## src/rtl/pstsum_pkg.sv

```systemverilog
// ----------------------------------------------------------------------------
// pstsum_pkg
// Shared codes and controller/datapath interface types of the versioned
// range-sum tree.
// ----------------------------------------------------------------------------
package pstsum_pkg;

  localparam int ACT_W  = 2;
  localparam int POS_W  = 11;
  localparam int VAL_W  = 32;
  localparam int VER_W  = 10;
  localparam int STAT_W = 2;
  localparam int CFG_W  = 11;

  localparam logic [ACT_W-1:0] ACT_LOAD   = 2'd0;
  localparam logic [ACT_W-1:0] ACT_BUILD  = 2'd1;
  localparam logic [ACT_W-1:0] ACT_UPDATE = 2'd2;
  localparam logic [ACT_W-1:0] ACT_QUERY  = 2'd3;

  localparam logic [STAT_W-1:0] ST_OK       = 2'd0;
  localparam logic [STAT_W-1:0] ST_FULL     = 2'd1;
  localparam logic [STAT_W-1:0] ST_VERSION  = 2'd2;
  localparam logic [STAT_W-1:0] ST_POSITION = 2'd3;

  localparam logic [CFG_W-1:0] SIZE_RESET = 11'd1024;

  typedef struct packed {
    logic clear;
    logic accept;
    logic check;
    logic b_step;
    logic b_leaf;
    logic u_cnt;
    logic u_rd;
    logic u_wr;
    logic q_root;
    logic q_pop;
    logic q_node;
    logic finish;
  } cmd_t;

  typedef struct packed {
    logic             clr_done;
    logic             go;
    logic [ACT_W-1:0] act;
    logic             top_leaf;
    logic             top_ph2;
    logic             sp_one;
    logic             cnt_done;
    logic             u_full;
    logic             at_leaf;
    logic             sp_zero;
    logic             top_skip;
    logic             out_free;
  } stat_t;

endpackage

```

## src/rtl/pstsum_ctrl.sv

```systemverilog
// ----------------------------------------------------------------------------
// pstsum_ctrl
// Sequencer: clearing pass, item check, build walk, update path copy,
// query walk and result hand-off.
// ----------------------------------------------------------------------------
module pstsum_ctrl (
  input  logic               clk,
  input  logic               rst,
  input  logic               in_valid,
  input  pstsum_pkg::stat_t  st,
  output logic               in_stall,
  output pstsum_pkg::cmd_t   cmd
);

  typedef enum logic [11:0] {
    S_CLEAR  = 12'b000000000001,
    S_IDLE   = 12'b000000000010,
    S_CHECK  = 12'b000000000100,
    S_B_STEP = 12'b000000001000,
    S_B_LEAF = 12'b000000010000,
    S_U_CNT  = 12'b000000100000,
    S_U_RD   = 12'b000001000000,
    S_U_WR   = 12'b000010000000,
    S_Q_ROOT = 12'b000100000000,
    S_Q_POP  = 12'b001000000000,
    S_Q_NODE = 12'b010000000000,
    S_FINISH = 12'b100000000000
  } state_t;

  state_t state;
  state_t state_next;

  always_ff @(posedge clk) begin
    if (rst) begin
      state <= S_CLEAR;
    end else begin
      state <= state_next;
    end
  end

  always_comb begin
    state_next = state;
    unique case (state)
      S_CLEAR:  if (st.clr_done) state_next = S_IDLE;
      S_IDLE:   if (in_valid) state_next = S_CHECK;
      S_CHECK: begin
        if (!st.go) begin
          state_next = S_FINISH;
        end else begin
          unique case (st.act)
            pstsum_pkg::ACT_BUILD:  state_next = S_B_STEP;
            pstsum_pkg::ACT_UPDATE: state_next = S_U_CNT;
            pstsum_pkg::ACT_QUERY:  state_next = S_Q_ROOT;
            default:                state_next = S_FINISH;
          endcase
        end
      end
      S_B_STEP: begin
        if (st.top_leaf) state_next = S_B_LEAF;
        else if (st.top_ph2 && st.sp_one) state_next = S_FINISH;
      end
      S_B_LEAF: state_next = st.sp_one ? S_FINISH : S_B_STEP;
      S_U_CNT: begin
        if (st.cnt_done) state_next = st.u_full ? S_FINISH : S_U_RD;
      end
      S_U_RD:   state_next = S_U_WR;
      S_U_WR:   if (st.at_leaf) state_next = S_FINISH; else state_next = S_U_RD;
      S_Q_ROOT: state_next = S_Q_POP;
      S_Q_POP: begin
        if (st.sp_zero) state_next = S_FINISH;
        else if (!st.top_skip) state_next = S_Q_NODE;
      end
      S_Q_NODE: state_next = S_Q_POP;
      S_FINISH: if (st.out_free) state_next = S_IDLE;
      default:  state_next = S_CLEAR;
    endcase
  end

  assign in_stall   = (state != S_IDLE);
  assign cmd.clear  = (state == S_CLEAR);
  assign cmd.accept = (state == S_IDLE) && in_valid;
  assign cmd.check  = (state == S_CHECK);
  assign cmd.b_step = (state == S_B_STEP);
  assign cmd.b_leaf = (state == S_B_LEAF);
  assign cmd.u_cnt  = (state == S_U_CNT);
  assign cmd.u_rd   = (state == S_U_RD);
  assign cmd.u_wr   = (state == S_U_WR);
  assign cmd.q_root = (state == S_Q_ROOT);
  assign cmd.q_pop  = (state == S_Q_POP);
  assign cmd.q_node = (state == S_Q_NODE);
  assign cmd.finish = (state == S_FINISH) && st.out_free;

endmodule

```

## config.mk

```make
export PLATFORM = sky130hd
export DESIGN_NAME = pstsum_ctrl
export DESIGN_NICKNAME = d
export VERILOG_FILES = /design/src/rtl/pstsum_pkg.sv /design/src/rtl/pstsum_ctrl.sv
export SDC_FILE = /design/constraint.sdc
export NUM_CORES = 1
export LEC_CHECK = 0
export ABC_AREA = 1
export ABC_CLOCK_PERIOD_IN_PS = 1400
export BUFFER_PORTS_ARGS = -buffer_cell sky130_fd_sc_hd__buf_2
export CAP_MARGIN = 10
export CORE_UTILIZATION = 51
export CTS_BUF_LIST = sky130_fd_sc_hd__clkbuf_16
export CTS_CLUSTER_SIZE = 8
export DETAILED_ROUTE_END_ITERATION = 10
export PLACE_DENSITY = 0.78
export SLEW_MARGIN = 10
export SYNTH_ARGS = -nofsm -noshare
export SYNTH_HDL_FRONTEND = slang
export SYNTH_SLANG_ARGS = --single-unit
```

## constraint.sdc

```tcl
create_clock -name clk -period 1.4 [get_ports clk]
set_input_delay 0 -clock clk [delete_from_list [all_inputs] [get_ports clk]]
set_output_delay 0 -clock clk [all_outputs]
set_load 0.03 [all_outputs]
```

==> impl_table.tex <==
\begin{tabular}{lr}
\hline
Metric & Value \\
\hline
\multicolumn{2}{l}{\textbf{Final layout}} \\
Final non-filler cell area & 1645 sq um \\
Largest registers in the final layout & state x12 \\
Flip-flop count of the largest register, all copies and words added & 12 \\
Most flop-heavy register & state \\
End-of-flow core utilization & 83.86\% \\
\# diodes & 0 \\
Fraction of final layout cells with drive strength greater than 1 & 53.42\% \\
Final instance count without filler cells & 246 \\
Total number of nets in the final design & 236 \\
Synthesis-to-finish area growth & 55.99\% \\
\multicolumn{2}{l}{\textbf{Worst hold path}} \\
Hold Path Class & input pin to register \\
Startpoint of the tightest hold check path & rst \\
\multicolumn{2}{l}{\textbf{Routing}} \\
Count of antenna-violating nets left after detailed routing & 0 \\
Initial DRT Pass Iterations & 4 \\
Average via count per standard cell & 5.545 \\
Avg WL per Cell & 16.38 microns \\
Violation count after the first detailed-route iteration & 64 \\
DR vias & 1364 \\
Remaining design rule violation count & 0 \\
Total Wirelength & 4030 microns \\
\multicolumn{2}{l}{\textbf{GRT}} \\
Met2 Usage GRT & 64.38\% \\
Overall global routing resource usage & 36.95\% \\
Number of antenna violations at the first check in global routing & 0 \\
Met3 track demand over resource in global routing & 7.547\% \\
Maximum number of pins on one net before global-route repair & 8 \\
Via count of the first global-routing pass & 1244 \\
Met1 routing resource usage after global routing & 40.92\% \\
Total grt overflow & 0 \\
Layer with the highest usage after global routing & met2 \\
First-pass GRT wire length & 5602 microns \\
\multicolumn{2}{l}{\textbf{Clocking}} \\
Sink Count & 12 \\
Clock latency reported for the late side of the worst-skew pair & 0.25 ns \\
Clock H-tree levels & 1 \\
CTS clk-pin slew, worst paths & 0.05 ns \\
Largest buffer count on any clock path & 2 \\
CTS tree & built \\
Clk Tree Root Cell & sky130\_fd\_sc\_hd\_\_clkbuf\_16 \\
Number of buffers created by CTS & 3 \\
CTS Hold Buffers Added & 0 \\
\multicolumn{2}{l}{\textbf{Worst setup path}} \\
Required time at the endpoint of the critical path & 1.58 ns \\
RR Startpoint & state[2] \\
Launching instance or port of the critical path & state[2] \\
CP Max Fanout & 6 \\
Kind of launch point of the worst setup path & register \\
Worst path cell trace & nor2\_4 -> nand2\_4 -> nor2\_4 -> buf\_6 -> nand3\_4 -> nand2\_4 -> inv\_2 -> nand2\_4 -> nor2\_4 -> nand2\_2 -> a21oi\_2 \\
Highest cell delay on the worst timing path & 0.39 ns \\
Critical Path AT & 1.70 ns \\
Crit Path Class & register to register \\
Crit-path slowest cell & sky130\_fd\_sc\_hd\_\_dfxtp\_1 \\
Critical path capture point type & register \\
\multicolumn{2}{l}{\textbf{Synthesis}} \\
Syn Area/Cell & 6.204 sq um \\
Number of enable-type register cells in the synthesized netlist & 0 \\
Area contributors post-synth & sky130\_fd\_sc\_hd\_\_dfxtp\_1 23\%, sky130\_fd\_sc\_hd\_\_inv\_1 13\%, sky130\_fd\_sc\_hd\_\_nand2\_1 11\% \\
Number of library cell types mapped by synthesis & 24 \\
Commonest cells post-synth & 36 x sky130\_fd\_sc\_hd\_\_inv\_1, 31 x sky130\_fd\_sc\_hd\_\_nand2\_1, 19 x sky130\_fd\_sc\_hd\_\_nor2\_1, 15 x sky130\_fd\_sc\_hd\_\_nand3\_1, 12 x sky130\_fd\_sc\_hd\_\_dfxtp\_1 \\
Syn Std Cell Area & 1055 sq um \\
Sequential-to-total area share from yosys stat & 22.78\% \\
Number of warnings reported in the yosys synthesis log & 0 \\
Yosys top cell area share & 22.78\% \\
Most used DFF post-synth & sky130\_fd\_sc\_hd\_\_dfxtp\_1 \\
Flip-flop and latch count after synthesis & 12 \\
Synthesized Nets & 186 \\
Cell taking the most area after synthesis & sky130\_fd\_sc\_hd\_\_dfxtp\_1 \\
Count leader, synth & sky130\_fd\_sc\_hd\_\_inv\_1 \\
Gate Count Post-Synth & 170 \\
Async set or reset register ratio after synthesis & 0\% \\
\multicolumn{2}{l}{\textbf{Pwr}} \\
Worst supply voltage drop on vdd & 1.004 mV \\
Overall power & 0.002246 W \\
Pwr dens & 1365 nW/um\^{}2 \\
Leakage & 0.8513 nW \\
\multicolumn{2}{l}{\textbf{Run status}} \\
Violations in the final reports & negative setup slack \\
Run status & complete, but fails checks \\
\multicolumn{2}{l}{\textbf{STA}} \\
Post-route clock period utilization & 108.8\% \\
Number of max-slew violations in the final report & 0 \\
Measured slew at the worst slew-check pin & 0.3427 ns \\
Final Hold Fails & 0 \\
Final setup violation count & 18 \\
Remaining max-slew budget at the tightest pin & 76.91\% \\
RSZ-0062 raised after global routing & true \\
Period minus WS final & 1.523 ns \\
Highest Clock Rate & 656.4 MHz \\
Worst path setup slack after routing & -0.1234 ns \\
Clock skew after layout & 0.002239 ns \\
\multicolumn{2}{l}{\textbf{Place}} \\
Number of port buffers & 28 \\
Cell Count Post-Placement & 229 \\
Placement Cell Area & 1266 sq um \\
GPL Wtd Cong & 0.8993 \\
Total half-perimeter wirelength after legalization and detailed placement & 2263 microns \\
\multicolumn{2}{l}{\textbf{Floorplanning}} \\
Vertical die dimension & 47.48 microns \\
Core Box Area & 1962 sq um \\
Die area & 2254 sq um \\
Row count & 16 \\
Starting utilization of the core area & 53.76\% \\
Chip Width & 47.48 microns \\
I/O pins & 29 \\
\multicolumn{2}{l}{\textbf{Run}} \\
\# Max-Cap Violations & 0 \\
\hline
\end{tabular}
cell type report:
cell class              count  area [sq um]
flip-flops and latches     12         259.0
clock inverters             1         3.754
well taps                  27         33.78
multi-input cells         116         773.2
inverters                  42         165.2
repair buffers             45         335.3
fillers                   113         316.6
clock buffers               3         75.07
placed cells by master (no fill, tap or decap), types with 3 or more instances in the layout:
cell type	n
sky130_fd_sc_hd__nand2_1	25
sky130_fd_sc_hd__dfxtp_2	9
sky130_fd_sc_hd__nor2_1	13
sky130_fd_sc_hd__inv_1	27
sky130_fd_sc_hd__o21ai_0	4
sky130_fd_sc_hd__inv_2	11
sky130_fd_sc_hd__nand3_2	4
sky130_fd_sc_hd__buf_2	16
sky130_fd_sc_hd__nor2_2	5
sky130_fd_sc_hd__nor3_1	9
sky130_fd_sc_hd__nand3_1	14
sky130_fd_sc_hd__buf_4	19
sky130_fd_sc_hd__nand2_2	8
sky130_fd_sc_hd__nand2_4	7
sky130_fd_sc_hd__nor2_4	10
sky130_fd_sc_hd__clkbuf_16	3
sky130_fd_sc_hd__buf_6	10
sky130_fd_sc_hd__nand4_1	3
sky130_fd_sc_hd__inv_4	3
cell families after synthesis:
| kind of cell | synth area share (%) |
|---|---|
| AND/OR/NAND/NOR | 57.41 |
| buffers and inverters | 15.18 |
| flip-flops | 22.78 |
| AO/OA/AOI/OAI | 4.627 |
layer usage:
metal | up-vias | wire length [microns]
li1 | 631 | -
met3 | 26 | 284
met1 | 622 | 1474
met2 | 85 | 2050
met4 | 0 | 221
met5 | - | 0
final timing paths:
path | to | slack (ns) | cells after the start
max | state[11] | -0.12 | 11
min | state[11] | 0.03 | 2
max reg2reg | state[11] | -0.12 | 11
min reg2reg | state[1] | 0.52 | 2
timing repair:
action	4_1_cts	5_1_grt
buffers inserted	12	1
endpoints found under the setup margin	18	22
pin swaps	13	11
cloned	0	0
gates resized for setup	45	27
where the power goes:
| group | total [W] | internal [W] | switching [W] |
|---|---|---|---|
| logic | 0.00126 | 0.000475 | 0.000780 |
| registers | 0.000444 | 0.000392 | 0.0000520 |
| clock network | 0.000547 | 0.000378 | 0.000169 |
worst max-delay path, delay by kind of cell, from the launching register on:
family / cells / cell delay, ns
and+or+nand+nor: 8 / 0.74
buffers and inverters: 2 / 0.18
AOI/OAI and AO/OA: 1 / 0.13
DFF: 1 / 0.39
metrics by stage:
stage	setup TNS, ns	hold WS (ns)	setup slack, ns
2_1_floorplan	-0.5998	0.06907	-0.2999
3_3_place_gp	-0.02612	0.2709	-0.009416
3_5_place_dp	-0.1317	0.2787	-0.04153
4_1_cts	-0.1543	0.01696	-0.04407
5_1_grt	-2.087	0.03591	-0.1829
6_report	-0.9822	0.02661	-0.1234
No activity file was read; power rests on OpenSTA's default activity.
